==> src/hdl/bba_pkg.sv <==
package bba_pkg;

	localparam int WORD_BITS = 32;
	localparam int WORD_SH = 5;

	localparam logic [31:0] RST_REGION_START = 32'd0;
	localparam logic [31:0] RST_REGION_END = 32'd4194304;
	localparam logic [31:0] RST_BLOCK_BYTES = 32'd4096;

	localparam logic [1:0] REG_REGION_START = 2'd0;
	localparam logic [1:0] REG_REGION_END = 2'd1;
	localparam logic [1:0] REG_BLOCK_BYTES = 2'd2;

	typedef enum logic [1:0] {
		CMD_ALLOC = 2'd0,
		CMD_FREE = 2'd1,
		CMD_RESERVE = 2'd2
	} cmd_t;

	typedef enum logic [1:0] {
		STAT_DONE = 2'd0,
		STAT_OOM = 2'd1,
		STAT_IGNORED = 2'd2
	} status_t;

	typedef struct packed {
		cmd_t cmd;
		logic [31:0] free_address;
		logic [10:0] first_block;
		logic [10:0] run_length;
	} req_item_t;

	typedef struct packed {
		status_t status;
		logic [31:0] block_address;
		logic [31:0] free_bytes;
	} rsp_item_t;

	typedef enum logic {
		AOP_MUL = 1'b0,
		AOP_DIV = 1'b1
	} arith_op_t;

	typedef struct packed {
		logic start;
		arith_op_t op;
		logic [31:0] a;
		logic [31:0] b;
	} arith_req_t;

	typedef struct packed {
		logic busy;
		logic done;
		logic [31:0] result;
	} arith_sts_t;

	typedef enum logic [1:0] {
		MOP_ZERO = 2'd0,
		MOP_SET = 2'd1,
		MOP_CLEAR = 2'd2
	} map_op_t;

	typedef struct packed {
		logic rd;
		logic wr;
		map_op_t wop;
		logic [31:0] mask;
	} map_req_t;

	typedef struct packed {
		logic any_free;
		logic [4:0] free_bit;
	} map_sts_t;

	typedef enum logic [4:0] {
		ST_CLEAR,
		ST_NB_DIV,
		ST_NB_WAIT,
		ST_IDLE,
		ST_AL_RD,
		ST_AL_CHK,
		ST_AL_SET,
		ST_AL_WAIT,
		ST_FR_CHK,
		ST_FR_WAIT,
		ST_FR_RD,
		ST_FR_WR,
		ST_RS_CHK,
		ST_RS_RD,
		ST_RS_WR,
		ST_RS_WAIT,
		ST_FINISH
	} state_t;

endpackage

==> src/hdl/bba_arith.sv <==
// Shared shift/add unit: restoring divide (32 steps) or shift-add multiply
// (one multiplier bit per step, stops when the multiplier runs out).
module bba_arith (
	input logic clk,
	input logic arst_n,
	input bba_pkg::arith_req_t req,
	output bba_pkg::arith_sts_t sts
);

	logic busy_q;
	logic done_q;
	bba_pkg::arith_op_t op_q;
	logic [4:0] cnt_q;
	logic [31:0] acc_q;
	logic [31:0] quo_q;
	logic [31:0] opd_q;

	logic [33:0] add_x;
	logic [33:0] add_y;
	logic add_sub;
	logic [33:0] sum;

	always_comb begin
		if (op_q == bba_pkg::AOP_DIV) begin
			add_x = {1'b0, acc_q, quo_q[31]};
			add_y = {2'b00, opd_q};
			add_sub = 1'b1;
		end else begin
			add_x = {2'b00, acc_q};
			add_y = {2'b00, opd_q};
			add_sub = 1'b0;
		end
		sum = add_x + (add_sub ? ~add_y : add_y) + {33'd0, add_sub};
	end

	always_ff @(posedge clk or negedge arst_n) begin
		if (!arst_n) begin
			busy_q <= 1'b0;
			done_q <= 1'b0;
			op_q <= bba_pkg::AOP_MUL;
			cnt_q <= '0;
		end else if (req.start) begin
			busy_q <= 1'b1;
			done_q <= 1'b0;
			op_q <= req.op;
			cnt_q <= '0;
			acc_q <= '0;
			if (req.op == bba_pkg::AOP_DIV) begin
				quo_q <= req.a;
				opd_q <= req.b;
			end else begin
				quo_q <= req.b;
				opd_q <= req.a;
			end
		end else begin
			done_q <= 1'b0;
			if (busy_q) begin
				if (op_q == bba_pkg::AOP_DIV) begin
					// sign bit clear: partial remainder covers the divisor
					acc_q <= sum[33] ? add_x[31:0] : sum[31:0];
					quo_q <= {quo_q[30:0], ~sum[33]};
					cnt_q <= cnt_q + 5'd1;
					if (cnt_q == 5'd31) begin
						busy_q <= 1'b0;
						done_q <= 1'b1;
					end
				end else if (quo_q == '0) begin
					busy_q <= 1'b0;
					done_q <= 1'b1;
				end else begin
					if (quo_q[0])
						acc_q <= sum[31:0];
					opd_q <= {opd_q[30:0], 1'b0};
					quo_q <= {1'b0, quo_q[31:1]};
				end
			end
		end
	end

	assign sts.busy = busy_q;
	assign sts.done = done_q;
	assign sts.result = (op_q == bba_pkg::AOP_DIV) ? quo_q : acc_q;

endmodule

==> src/hdl/bba_map.sv <==
// Used-block bitmap, 32 blocks per word, with read-modify-write on the
// last word read and a lowest-free-bit search on that word.
module bba_map #(
	parameter int ROWS = 32,
	parameter int RAW = 5
) (
	input logic clk,
	input bba_pkg::map_req_t req,
	input logic [RAW-1:0] row,
	output bba_pkg::map_sts_t sts
);

	logic [31:0] mem [ROWS];
	logic [31:0] rdata_q;
	logic [31:0] wdata;

	always_comb begin
		case (req.wop)
			bba_pkg::MOP_ZERO: wdata = '0;
			bba_pkg::MOP_SET: wdata = rdata_q | req.mask;
			bba_pkg::MOP_CLEAR: wdata = rdata_q & ~req.mask;
			default: wdata = '0;
		endcase
	end

	always_ff @(posedge clk) begin
		if (req.rd)
			rdata_q <= mem[row];
		if (req.wr)
			mem[row] <= wdata;
	end

	always_comb begin
		sts.any_free = ~&rdata_q;
		sts.free_bit = '0;
		for (int j = 31; j >= 0; j--) begin
			if (!rdata_q[j])
				sts.free_bit = 5'(j);
		end
	end

endmodule

==> src/hdl/bitmap_block_allocator_unit.sv <==
// First-fit fixed-size block allocator. Each request item carries one
// command: allocate (lowest free block, returns its byte address), free
// (releases the block holding free_address, adds block_bytes back), or
// reserve (marks run_length blocks from first_block used); one response item
// per request reports status, the allocated address and the free byte count.
// The bitmap lives in a 32-bit-wide RAM of ceil(NUM_BLOCKS/32) words, and a
// single shift/add unit does all divides and multiplies. One item is
// handled at a time. Allocate reads and checks bitmap words from the lowest
// up, sets the found bit and multiplies the block index by block_bytes;
// free divides the address offset by block_bytes, then reads and clears
// the block's bit; reserve sets its bits one bitmap word at a time and
// multiplies run_length by block_bytes, or, when the run is truncated,
// stops at the managed block count and reports the item ignored. A bad
// command or an out-of-region free is ignored. After reset and after every
// write to a defined register the block clears the bitmap one word per
// cycle and then divides the region size by block_bytes to find the managed
// block count; req_ready stays low meanwhile. A finished response sits in an
// output register, so a new request is taken while the previous response
// waits; a further finished item holds until that register frees up.
module bitmap_block_allocator_unit #(
	parameter int NUM_BLOCKS = 1024
) (
	input logic clk,
	input logic arst_n,
	input logic req_valid,
	output logic req_ready,
	input bba_pkg::req_item_t req,
	output logic rsp_valid,
	input logic rsp_ready,
	output bba_pkg::rsp_item_t rsp,
	input logic psel,
	input logic penable,
	input logic pwrite,
	input logic [3:0] paddr,
	input logic [31:0] pwdata,
	output logic [31:0] prdata,
	output logic pready
);

	localparam int ROWS = (NUM_BLOCKS + bba_pkg::WORD_BITS - 1) / bba_pkg::WORD_BITS;
	localparam int RAW = (ROWS > 1) ? $clog2(ROWS) : 1;
	localparam int BW = $clog2(NUM_BLOCKS + 1);
	// block index / cursor width: covers the block count and first+run sums
	localparam int CW = (BW > 12) ? BW : 12;

	// config registers
	logic [31:0] start_q;
	logic [31:0] end_q;
	logic [31:0] bb_q;
	logic cfg_wr;
	logic cfg_hit;

	// sequencer and datapath
	bba_pkg::state_t state_q;
	bba_pkg::state_t state_d;
	bba_pkg::req_item_t item_q;
	bba_pkg::status_t status_q;
	logic [31:0] addr_q;
	logic [31:0] free_q;
	logic [CW-1:0] nb_q;
	logic [CW-1:0] cur_q;
	logic [CW-1:0] lim_q;
	logic trunc_q;
	logic [RAW-1:0] clr_q;
	logic rsp_valid_q;
	bba_pkg::rsp_item_t rsp_q;

	logic accept;
	logic rsp_free;
	logic clr_last;
	logic [CW-1:0] row_base;
	logic [CW-1:0] next_row;
	logic [CW-1:0] found_idx;
	logic alloc_hit;
	logic fr_out;
	logic q_in;
	logic [CW-1:0] rs_end;
	logic rs_trunc;
	logic [31:0] rs_mask;
	logic [31:0] bit_mask;

	bba_pkg::arith_req_t arith_req;
	bba_pkg::arith_sts_t arith_sts;
	bba_pkg::map_req_t map_req;
	bba_pkg::map_sts_t map_sts;
	logic [RAW-1:0] map_row;

	bba_arith u_arith (
		.clk(clk),
		.arst_n(arst_n),
		.req(arith_req),
		.sts(arith_sts)
	);

	bba_map #(
		.ROWS(ROWS),
		.RAW(RAW)
	) u_map (
		.clk(clk),
		.req(map_req),
		.row(map_row),
		.sts(map_sts)
	);

	// APB: zero-wait, a write lands on the access cycle
	assign pready = 1'b1;
	assign cfg_wr = psel & penable & pwrite & pready;
	assign cfg_hit = cfg_wr && (paddr[3:2] == bba_pkg::REG_REGION_START ||
		paddr[3:2] == bba_pkg::REG_REGION_END || paddr[3:2] == bba_pkg::REG_BLOCK_BYTES);

	always_comb begin
		case (paddr[3:2])
			bba_pkg::REG_REGION_START: prdata = start_q;
			bba_pkg::REG_REGION_END: prdata = end_q;
			bba_pkg::REG_BLOCK_BYTES: prdata = bb_q;
			default: prdata = '0;
		endcase
	end

	assign req_ready = (state_q == bba_pkg::ST_IDLE);
	assign accept = req_valid & req_ready;
	assign rsp_free = !rsp_valid_q || rsp_ready;
	assign rsp_valid = rsp_valid_q;
	assign rsp = rsp_q;

	// helpers for the bitmap walk
	assign clr_last = (clr_q == RAW'(ROWS - 1));
	assign row_base = {cur_q[CW-1:bba_pkg::WORD_SH], {bba_pkg::WORD_SH{1'b0}}};
	assign next_row = row_base + CW'(bba_pkg::WORD_BITS);
	assign found_idx = {cur_q[CW-1:bba_pkg::WORD_SH], map_sts.free_bit};
	// lowest zero bit past the block count means nothing further is free
	assign alloc_hit = map_sts.any_free && (found_idx < nb_q);
	assign fr_out = (bb_q == '0) || (item_q.free_address < start_q) ||
		(item_q.free_address >= end_q);
	assign q_in = (arith_sts.result < 32'(nb_q));
	assign rs_end = CW'(item_q.first_block) + CW'(item_q.run_length);
	assign rs_trunc = (item_q.run_length != '0) && (rs_end > nb_q);
	assign bit_mask = 32'd1 << cur_q[bba_pkg::WORD_SH-1:0];

	always_comb begin
		logic [CW-1:0] gidx;
		gidx = '0;
		rs_mask = '0;
		for (int j = 0; j < bba_pkg::WORD_BITS; j++) begin
			gidx = row_base + CW'(j);
			rs_mask[j] = (gidx >= cur_q) && (gidx < lim_q);
		end
	end

	// next state
	always_comb begin
		state_d = state_q;
		case (state_q)
			bba_pkg::ST_CLEAR: begin
				if (clr_last)
					state_d = bba_pkg::ST_NB_DIV;
			end
			bba_pkg::ST_NB_DIV: state_d = bba_pkg::ST_NB_WAIT;
			bba_pkg::ST_NB_WAIT: begin
				if (arith_sts.done)
					state_d = bba_pkg::ST_IDLE;
			end
			bba_pkg::ST_IDLE: begin
				if (accept) begin
					case (req.cmd)
						bba_pkg::CMD_ALLOC: state_d = bba_pkg::ST_AL_RD;
						bba_pkg::CMD_FREE: state_d = bba_pkg::ST_FR_CHK;
						bba_pkg::CMD_RESERVE: state_d = bba_pkg::ST_RS_CHK;
						default: state_d = bba_pkg::ST_FINISH;
					endcase
				end
			end
			bba_pkg::ST_AL_RD: begin
				state_d = (cur_q >= nb_q) ? bba_pkg::ST_FINISH : bba_pkg::ST_AL_CHK;
			end
			bba_pkg::ST_AL_CHK: begin
				if (map_sts.any_free)
					state_d = alloc_hit ? bba_pkg::ST_AL_SET : bba_pkg::ST_FINISH;
				else
					state_d = bba_pkg::ST_AL_RD;
			end
			bba_pkg::ST_AL_SET: state_d = bba_pkg::ST_AL_WAIT;
			bba_pkg::ST_AL_WAIT: begin
				if (arith_sts.done)
					state_d = bba_pkg::ST_FINISH;
			end
			bba_pkg::ST_FR_CHK: begin
				state_d = fr_out ? bba_pkg::ST_FINISH : bba_pkg::ST_FR_WAIT;
			end
			bba_pkg::ST_FR_WAIT: begin
				if (arith_sts.done)
					state_d = q_in ? bba_pkg::ST_FR_RD : bba_pkg::ST_FINISH;
			end
			bba_pkg::ST_FR_RD: state_d = bba_pkg::ST_FR_WR;
			bba_pkg::ST_FR_WR: state_d = bba_pkg::ST_FINISH;
			bba_pkg::ST_RS_CHK: state_d = bba_pkg::ST_RS_RD;
			bba_pkg::ST_RS_RD: begin
				if (cur_q < lim_q)
					state_d = bba_pkg::ST_RS_WR;
				else if (trunc_q)
					state_d = bba_pkg::ST_FINISH;
				else
					state_d = bba_pkg::ST_RS_WAIT;
			end
			bba_pkg::ST_RS_WR: state_d = bba_pkg::ST_RS_RD;
			bba_pkg::ST_RS_WAIT: begin
				if (arith_sts.done)
					state_d = bba_pkg::ST_FINISH;
			end
			bba_pkg::ST_FINISH: begin
				if (rsp_free)
					state_d = bba_pkg::ST_IDLE;
			end
			default: state_d = bba_pkg::ST_CLEAR;
		endcase
		// a write to any defined register restarts the init sequence
		if (cfg_hit)
			state_d = bba_pkg::ST_CLEAR;
	end

	// unit controls
	always_comb begin
		map_req = '0;
		map_req.wop = bba_pkg::MOP_ZERO;
		map_row = cur_q[bba_pkg::WORD_SH +: RAW];
		arith_req = '0;
		arith_req.op = bba_pkg::AOP_MUL;
		case (state_q)
			bba_pkg::ST_CLEAR: begin
				map_req.wr = 1'b1;
				map_req.wop = bba_pkg::MOP_ZERO;
				map_row = clr_q;
			end
			bba_pkg::ST_NB_DIV: begin
				arith_req.start = 1'b1;
				arith_req.op = bba_pkg::AOP_DIV;
				arith_req.a = end_q - start_q;
				arith_req.b = bb_q;
			end
			bba_pkg::ST_AL_RD: begin
				map_req.rd = (cur_q < nb_q);
			end
			bba_pkg::ST_AL_SET: begin
				map_req.wr = 1'b1;
				map_req.wop = bba_pkg::MOP_SET;
				map_req.mask = bit_mask;
				arith_req.start = 1'b1;
				arith_req.op = bba_pkg::AOP_MUL;
				arith_req.a = bb_q;
				arith_req.b = 32'(cur_q);
			end
			bba_pkg::ST_FR_CHK: begin
				arith_req.start = !fr_out;
				arith_req.op = bba_pkg::AOP_DIV;
				arith_req.a = item_q.free_address - start_q;
				arith_req.b = bb_q;
			end
			bba_pkg::ST_FR_RD: begin
				map_req.rd = 1'b1;
			end
			bba_pkg::ST_FR_WR: begin
				map_req.wr = 1'b1;
				map_req.wop = bba_pkg::MOP_CLEAR;
				map_req.mask = bit_mask;
			end
			bba_pkg::ST_RS_RD: begin
				map_req.rd = (cur_q < lim_q);
				arith_req.start = (cur_q >= lim_q) && !trunc_q;
				arith_req.op = bba_pkg::AOP_MUL;
				arith_req.a = bb_q;
				arith_req.b = 32'(item_q.run_length);
			end
			bba_pkg::ST_RS_WR: begin
				map_req.wr = 1'b1;
				map_req.wop = bba_pkg::MOP_SET;
				map_req.mask = rs_mask;
			end
			default: begin
				map_req.rd = 1'b0;
			end
		endcase
	end

	always_ff @(posedge clk or negedge arst_n) begin
		if (!arst_n) begin
			state_q <= bba_pkg::ST_CLEAR;
			start_q <= bba_pkg::RST_REGION_START;
			end_q <= bba_pkg::RST_REGION_END;
			bb_q <= bba_pkg::RST_BLOCK_BYTES;
			free_q <= bba_pkg::RST_REGION_END - bba_pkg::RST_REGION_START;
			nb_q <= '0;
			clr_q <= '0;
			rsp_valid_q <= 1'b0;
		end else begin
			state_q <= state_d;

			case (state_q)
				bba_pkg::ST_CLEAR: begin
					// row counter sits at zero whenever the clear pass is not running
					clr_q <= (cfg_hit || clr_last) ? '0 : clr_q + RAW'(1);
					free_q <= end_q - start_q;
				end
				bba_pkg::ST_NB_WAIT: begin
					if (arith_sts.done) begin
						if (bb_q == '0)
							nb_q <= '0;
						else if (arith_sts.result >= 32'(NUM_BLOCKS))
							nb_q <= CW'(NUM_BLOCKS);
						else
							nb_q <= arith_sts.result[CW-1:0];
					end
				end
				bba_pkg::ST_IDLE: begin
					if (accept) begin
						item_q <= req;
						cur_q <= '0;
						addr_q <= '0;
						case (req.cmd)
							bba_pkg::CMD_ALLOC: status_q <= bba_pkg::STAT_DONE;
							bba_pkg::CMD_FREE: status_q <= bba_pkg::STAT_DONE;
							bba_pkg::CMD_RESERVE: status_q <= bba_pkg::STAT_DONE;
							default: status_q <= bba_pkg::STAT_IGNORED;
						endcase
					end
				end
				bba_pkg::ST_AL_RD: begin
					if (cur_q >= nb_q)
						status_q <= bba_pkg::STAT_OOM;
				end
				bba_pkg::ST_AL_CHK: begin
					if (!map_sts.any_free)
						cur_q <= next_row;
					else if (alloc_hit)
						cur_q <= found_idx;
					else
						status_q <= bba_pkg::STAT_OOM;
				end
				bba_pkg::ST_AL_WAIT: begin
					if (arith_sts.done) begin
						addr_q <= start_q + arith_sts.result;
						free_q <= free_q - bb_q;
					end
				end
				bba_pkg::ST_FR_CHK: begin
					if (fr_out)
						status_q <= bba_pkg::STAT_IGNORED;
				end
				bba_pkg::ST_FR_WAIT: begin
					// count goes up even when the block lies past the map
					if (arith_sts.done) begin
						free_q <= free_q + bb_q;
						cur_q <= arith_sts.result[CW-1:0];
					end
				end
				bba_pkg::ST_RS_CHK: begin
					cur_q <= CW'(item_q.first_block);
					lim_q <= rs_trunc ? nb_q : rs_end;
					trunc_q <= rs_trunc;
				end
				bba_pkg::ST_RS_RD: begin
					if (cur_q >= lim_q && trunc_q)
						status_q <= bba_pkg::STAT_IGNORED;
				end
				bba_pkg::ST_RS_WR: begin
					cur_q <= next_row;
				end
				bba_pkg::ST_RS_WAIT: begin
					if (arith_sts.done)
						free_q <= free_q - arith_sts.result;
				end
				default: begin
					clr_q <= clr_q;
				end
			endcase

			// response register
			if (state_q == bba_pkg::ST_FINISH && rsp_free) begin
				rsp_valid_q <= 1'b1;
				rsp_q.status <= status_q;
				rsp_q.block_address <= addr_q;
				rsp_q.free_bytes <= free_q;
			end else if (rsp_ready) begin
				rsp_valid_q <= 1'b0;
			end

			if (cfg_wr) begin
				case (paddr[3:2])
					bba_pkg::REG_REGION_START: start_q <= pwdata;
					bba_pkg::REG_REGION_END: end_q <= pwdata;
					bba_pkg::REG_BLOCK_BYTES: bb_q <= pwdata;
					default: start_q <= start_q;
				endcase
			end
		end
	end

`ifndef SYNTHESIS
	// a write to a defined register always blocks new items until re-init is over
	a_cfg_blocks: assert property (@(posedge clk) disable iff (!arst_n)
		cfg_hit |=> !req_ready)
		else $error("item taken right after register write");

	// only a successful allocate carries an address
	a_addr_zero: assert property (@(posedge clk) disable iff (!arst_n)
		rsp_valid && rsp.status != bba_pkg::STAT_DONE |-> rsp.block_address == '0)
		else $error("address on failed or ignored item");

	// managed block count never exceeds the bitmap
	a_nb_range: assert property (@(posedge clk) disable iff (!arst_n)
		state_q == bba_pkg::ST_IDLE |-> nb_q <= CW'(NUM_BLOCKS))
		else $error("block count beyond bitmap size");
`endif

endmodule
==> config.mk <==
export PLATFORM = sky130hd
export DESIGN_NAME = bitmap_block_allocator_unit
export DESIGN_NICKNAME = d
export VERILOG_FILES = /design/src/hdl/bba_pkg.sv /design/src/hdl/bba_arith.sv /design/src/hdl/bba_map.sv /design/src/hdl/bitmap_block_allocator_unit.sv
export SDC_FILE = /design/constraint.sdc
export NUM_CORES = 2
export LEC_CHECK = 0
export ABC_AREA = 0
export BUFFER_PORTS_ARGS = -buffer_cell sky130_fd_sc_hd__buf_2
export CAP_MARGIN = 20
export CORE_MARGIN = 4
export CORE_UTILIZATION = 40
export CTS_CLUSTER_DIAMETER = 50
export CTS_CLUSTER_SIZE = 30
export DETAILED_ROUTE_END_ITERATION = 12
export GPL_ROUTABILITY_DRIVEN = 0
export SLEW_MARGIN = 25
export SYNTH_ARGS = -nofsm -noshare
export SYNTH_HDL_FRONTEND = slang
export SYNTH_SLANG_ARGS = --single-unit
==> constraint.sdc <==
create_clock -name clk -period 5.2 [get_ports clk]
set_input_delay 0.52 -clock clk [delete_from_list [all_inputs] [get_ports clk]]
set_output_delay 0.52 -clock clk [all_outputs]
set_load 0.02 [all_outputs]
======== After elaboration in Yosys (flattened, before gate mapping) ========
Memory sizes are Yosys's and may differ from the RTL's. A register that Yosys moved wholly into a read port is not among the register bits.
Index checks and enable logic that the tools add are counted.
storage, ports and cells
  ROM bits ................................ 0
  output and inout bits ................... 101
  memory bits (writable) .................. 1,024
  bits in latches ......................... 0
  bits in registers ....................... 434
  logic and storage cells ................. 396
  memories kept ........................... 1
  input port bits ......................... 99
memory list
  memory     words  bits a word  rd ports  clocked after memory_dff  write ports  line           source
  u_map.mem  32     32           1         1                         1            bba_map.sv:13  logic [31:0] mem [ROWS];
operators by class
  muxes and demuxes ....................... 115
  add/subtract/negate cells ............... 43
  eq/ne operators ......................... 44
  bitwise gates (word level) .............. 8
  $lt $le $gt $ge ......................... 74
  reduce and logical (&&, ||, !) cells .... 83
  divide/modulo/power cells ............... 0
  multipliers ............................. 0
  shift-type cells ........................ 1
operators by type and width
  operator                                                                count
  32-bit two-way mux                                                      21
  12-bit less-than comparator                                             35
  12-bit greater-or-equal comparator                                      34
  66-bit one-hot mux with 4 select lines                                  1
  5-bit two-way mux                                                       52
  12-bit by 5-bit adder with 12-bit output (second input constant)        16
  32-bit one-hot mux with 2 select lines                                  3
  32-bit one-hot mux with 4 select lines                                  1
  32-bit subtractor                                                       4
  12-bit by 4-bit adder with 12-bit output (second input constant)        8
  32-bit one-hot mux with 3 select lines                                  1
  5-bit one-hot mux with 15 select lines                                  1
  12-bit two-way mux                                                      6
  32-bit adder                                                            2
  32-bit zero test                                                        2
  12-bit one-hot mux with 5 select lines                                  1
  12-bit by 3-bit adder with 12-bit output (second input constant)        4
  5-bit by 4-bit equality test with 1-bit output (second input constant)  8
  1-bit logical AND                                                       38
  34-bit by 1-bit adder with 34-bit output                                1
  34-bit adder                                                            1
  34-bit two-way mux                                                      1
  32-bit inverter with 34-bit output                                      1
  33-bit two-way mux                                                      1
  50 further kinds                                                        125

======== Depth between registers and ports, before layout ========
  depth in word-level cells ............... 38
  depth in mapped cells ................... 22
  gate-level depth less buffers ........... 19

======== Modules after synthesis ========
A second synthesis with hierarchy kept.
unflattened totals
  cells, all modules ...................... 5,598
  area, all modules ....................... 73,633.1 um2
modules (own cells, without submodules)
  module                       times used  cells each  area an instance (um2)  sequential area each (um2)
  bba_map                      1           1,818       40,391.2                31,710.4
  bitmap_block_allocator_unit  1           2,711       24,410.9                9,157.5
  bba_arith                    1           1,069       8,831.0                 3,083.0

======== Least setup slack after synthesis ========
No wires, ideal clock.
  kind .................................... flip-flop to flip-flop
  from .................................... register u_arith.op_q
  to ...................................... register u_arith.acc_q[19], data pin
  required time ........................... 4.930 ns
  stages on the path, launching flop included .. 22
  path slack .............................. -0.093 ns
  setup time .............................. 0.270 ns
  path buffers ............................ 9
  period minus slack after synthesis ...... 5.293 ns
  data arrival time ....................... 5.023 ns
  cell sequence ........................... dfrtp_1 > clkbuf_1 > clkbuf_1 > clkbuf_1 > clkbuf_1 > clkbuf_1 > clkbuf_1 > buf_1 > xor2_1 > ha_1 > a21o_1 > a2111oi_0 > o31a_1 > nor4b_1 > o211ai_1 > a21oi_1 > o31ai_1 > clkbuf_1 > clkbuf_1 > nor2_1 > a21oi_1 > a21oi_1
on the way
  cells in the longest elaborated chain, start to end .. 8
  elaborated cells on any way between the ends .. 10
  classes of those cells .................. add/sub (2); mux (8)
ends and longest elaborated chain
  what                                      line             source
  from (decl)                               bba_arith.sv:12  bba_pkg::arith_op_t op_q;
  from (signal assigned)                    bba_arith.sv:40  op_q <= bba_pkg::AOP_MUL;
  from (signal assigned)                    bba_arith.sv:45  op_q <= req.op;
  1-bit two-way mux                         bba_arith.sv:24  if (op_q == bba_pkg::AOP_DIV) begin
  34-bit two-way mux                        bba_arith.sv:33  sum = add_x + (add_sub ? ~add_y : add_y) + {33'd0, add_sub};
  34-bit adder                              bba_arith.sv:33
  34-bit by 1-bit adder with 34-bit output  bba_arith.sv:33
  32-bit two-way mux                        bba_arith.sv:71  if (quo_q[0])
  32-bit two-way mux                        bba_arith.sv:67  end else if (quo_q == '0) begin
  32-bit two-way mux (*)                    bba_arith.sv:58  if (op_q == bba_pkg::AOP_DIV) begin
  32-bit two-way mux (*)                    bba_arith.sv:57  if (busy_q) begin
  to (signal assigned)                      bba_arith.sv:60  acc_q <= sum[33] ? add_x[31:0] : sum[31:0];
  to (signal assigned)                      bba_arith.sv:72  acc_q <= sum[31:0];
  to (decl)                                 bba_arith.sv:14  logic [31:0] acc_q;
Every way passes the cells marked *; elsewhere a longest branch is shown, timed or not.
A chain may end at the register's enable or synchronous reset.

======== Worst setup path after layout ========
  from .................................... register bb_q[7]
  to ...................................... register free_q[30]
on the way
  cells in the longest elaborated chain, start to end .. 3
  elaborated cells on any way between the ends .. 5
  classes of those cells .................. add/sub (2); mux (3)
ends and longest elaborated chain
  what                                                      line                                                                    source
  from (decl)                                               bitmap_block_allocator_unit.sv:49                                       logic [31:0] bb_q;
  from (signal assigned)                                    bitmap_block_allocator_unit.sv:289                                      bb_q <= bba_pkg::RST_BLOCK_BYTES;
  from (signal assigned)                                    bitmap_block_allocator_unit.sv:390                                      bba_pkg::REG_BLOCK_BYTES: bb_q <= pwdata;
  32-bit adder / 32-bit subtractor (equally long branches)  bitmap_block_allocator_unit.sv:351, bitmap_block_allocator_unit.sv:341
  32-bit two-way mux (on tied branches)                     bitmap_block_allocator_unit.sv:350, bitmap_block_allocator_unit.sv:339
  32-bit one-hot mux with 4 select lines (*)                bitmap_block_allocator_unit.sv:297                                      case (state_q)
  to (signal assigned)                                      bitmap_block_allocator_unit.sv:301                                      free_q <= end_q - start_q;
  to (signal assigned)                                      bitmap_block_allocator_unit.sv:351                                      free_q <= free_q + bb_q;
  to (signal assigned)                                      bitmap_block_allocator_unit.sv:369                                      free_q <= free_q - arith_sts.result;
  to (decl)                                                 bitmap_block_allocator_unit.sv:59                                       logic [31:0] free_q;
Every way passes the cells marked *; elsewhere a longest branch is shown, timed or not. The select of a mux whose other input is x is not followed.

==> run summary <==
TritonCTS Buffers = 139
WP data arrival = 5.69 ns
crit share post-route = 96.83%
Routed WL = 228200 um
Period minus WS final = 5.035 ns
Hold EP = start_q[2]
Worst-Skew Late Latency = 0.80 ns
GRT Total Usage = 23.87%
Wirelength per Cell = 26.59 um
CP Capture Type = register
register area share after synthesis = 60.46%
count of different cell masters after synthesis = 90
initial antenna violation count = 12
DR vias/cell = 5.958
Metal-1 WL = 88880 um
Syn Area/Cell = 12.73 um2
final setup vio count = 0
met3 WL post-DR = 15780 um
Area contributors post-synth = edfxtp_1, mux4_2, dfrtp_1, ha_1, nand2_1
type of element launching the critical path = register
Die Height = 434.3 um
vias in the first global route = 50170
clk buf depth = 3
Buffers on Ports = 196
mapped cell area = 72700 um2
peak fanout along the critical path = 4
Layout Skew = 0.05822 ns
post-synth top area cell = edfxtp_1
Syn. warnings = 0
Max Cap Viol = 0
Final Hold Slack = 0.05721 ns
Syn Nets = 6077
Initial Utilization = 40.22%
top layer in use = met5
Pwr Density = 623.3 nW/um2
Post-synth EDFFs = 1331
core outline area = 180700 um2
Layout area overhead = 15.66%
Biggest register = u_map.mem
Worst R2R End = free_q[30]
drt initial violations = 5538
vias post-DR = 51130
Setup CP Type = register to register
reg2reg setup slack = 0.16 ns
flops & latches, synth = 1490
Slew headroom = 26.27%
share of the synthesized area in the top cell type = 54.98%
Met2 Wirelength = 109700 um
number of flip-flops in the largest register = 1024
post-detailed-route count of antenna-violating nets = 0
P_leak = 29.43 nW
layout cells sized above 1 = 18.11%
Final TNS setup = 0 ns
Gate Count Post-Synth = 5709
Final Hold Fails = 0
top_reg_cell synth = edfxtp_1
most common cell in the netlist = edfxtp_1
VDD IR max = 0.5131 mV
asr flop ratio synth = 10.67%
worst slew pin tran = 1.078 ns
Layout fillers = 15950
Worst Hold Class = primary input to register
die span in x = 434.3 um
Post-synth top cells = edfxtp_1, nand2_1, nor2_1
worst-case reg-to-reg path depth = 18
hold path start = pwdata[2]
clock transition at the registers of the reported paths = 0.07 ns
Ports = 200
die area = 188600 um2
R2R Path Start = bb_q[7]
H-Tree Depth = 4
Num Clock Sinks = 1490
final global-route overflow total = 0
largest net degree at the start of global routing = 115
Hold Crit Depth = 3
Worst EP required = 5.85 ns
CTS tree = done
post-DP HPWL = 153200 um
Max Fclk = 0.1986 GHz
root buffer cell = clkbuf_16
fin nets = 6458
drt drc = 0
status = finished clean
first-pass GRT wire length = 333200 um
Row Count = 156
Slew Viols, Final = 0
Detailed Routing Iterations Pass 1 = 8
-- power by group --
part	internal [mW]	leakage (nW)	switching [mW]
Clock	5.53	2.31	5.15
Sequential	15.1	13.0	1.28
Combinational	9.91	14.1	15.5
Total	30.5	29.4	21.9
-- repair_timing --
item,CTS,global route
resized for setup,1,15
pin swaps,0,5
hold buffers,80,0
setup buffers,0,1
endpoints found under the setup margin,2,8
hold endpoints to repair,152,0
cloned,0,0
-- layout by cell type, fill, tap and decap left out, drive strengths merged, types with 25 or more instances in the layout --
cell type / synthesis / layout
dfrtp: 156 / 156
nand2b: 109 / 109
nor3: 116 / 116
and3: 67 / 67
a21o: 99 / 99
mux2i: 44 / 44
inv: 158 / 206
or2: 28 / 28
xor2: 93 / 93
mux4: 180 / 180
edfxtp: 1331 / 1331
xnor2: 82 / 82
mux2: 91 / 91
a31oi: 97 / 97
nand4: 57 / 57
a311oi: 43 / 43
o22ai: 25 / 25
nor4: 25 / 25
nor2: 279 / 279
nand3: 148 / 148
a221oi: 41 / 41
nand2: 769 / 769
a211oi: 46 / 46
a22oi: 106 / 106
clkinv: 1 / 45
o211ai: 31 / 31
ha: 263 / 263
dlygate4sd3: 0 / 80
o21ai: 239 / 239
a21oi: 277 / 277
buf: 55 / 447
clkbuf: 232 / 149
nor2b: 56 / 56
o21a: 53 / 53
-- metal layers --
| metal | track usage, % | vias up |
|---|---|---|
| met5 | 0 | - |
| met4 | 12.82 | 2 |
| met3 | 3.703 | 552 |
| met2 | 39.78 | 2219 |
| met1 | 30.02 | 25650 |
| li1 | - | 22710 |
-- worst max-delay path, cell delays in order, from the launching register on --
cell,delay [ns]
dfrtp_1,0.37
or4_4,0.55
or4b_4,0.54
or3_2,0.50
or3_1,0.33
or2_2,0.30
nand2_1,0.07
a222oi_1,0.07
ha_1,0.33
inv_1,0.08
o41ai_2,0.37
buf_4,0.19
o21ai_1,0.12
a2111oi_2,0.43
buf_4,0.20
nor3b_1,0.05
o21bai_1,0.18
xnor2_1,0.13
o21ai_0,0.08
-- how the worst max path moves through the flow --
stage                 start                 to  slack (ns)  cells after the start
5_1_grt             bb_q[5]         free_q[29]       -0.02                     19
2_1_floorplan  u_arith.op_q  u_arith.acc_q[19]        0.11                     22
3_3_place_gp        bb_q[7]         free_q[30]        0.01                     18
4_1_cts             bb_q[7]         free_q[30]        0.02                     18
3_5_place_dp        bb_q[7]         free_q[30]       -0.06                     18
6_report            bb_q[7]         free_q[30]        0.16                     18
-- kinds of logic (layout without fill, tap and decap cells) --
group / Yosys count / after routing / synth area share [%]
other: 1 / 11 / 0.005158
AOI/OAI and AO/OA: 1279 / 1279 / 11.78
DFF: 1490 / 1490 / 60.46
adders and majority gates: 269 / 269 / 4.692
xor gates and xnor gates: 175 / 175 / 2.108
buffers and inverters: 446 / 939 / 2.349
muxes: 315 / 315 / 7.592
and+or+nand+nor: 1734 / 1734 / 11.02
-- layout make-up --
class | count | area, um2 | area share (%)
Antenna cell | 10 | 25.02 | 0.02976
Clock buffer | 149 | 3526 | 4.193
Clock inverter | 104 | 1259 | 1.497
Inverter | 159 | 596.8 | 0.7098
Multi-Input combinational cell | 3773 | 27700 | 32.94
Sequential cell | 1490 | 43950 | 52.27
Tap cell | 2370 | 2965 | 3.526
Timing Repair Buffer | 527 | 4063 | 4.831
-- stage by stage --
| stage | utilization [%] | cells | setup WS (ns) | area, um2 | total power [mW] |
|---|---|---|---|---|---|
| after CTS | 46.47 | 8571 | 0.01501 | 83990 | 52.35 |
| after global routing | 46.52 | 8579 | -0.01909 | 84080 | 55.38 |
| after floorplan | - | 5709 | 0.1093 | 72700 | 33.09 |
| after detailed placement | 43.38 | 8238 | -0.05567 | 78400 | 41.54 |
| after global placement | 43.35 | 8236 | 0.01204 | 78360 | 41.21 |
| final | 46.52 | 8582 | 0.1646 | 84090 | 52.41 |
(Power assumes the default switching activity.)
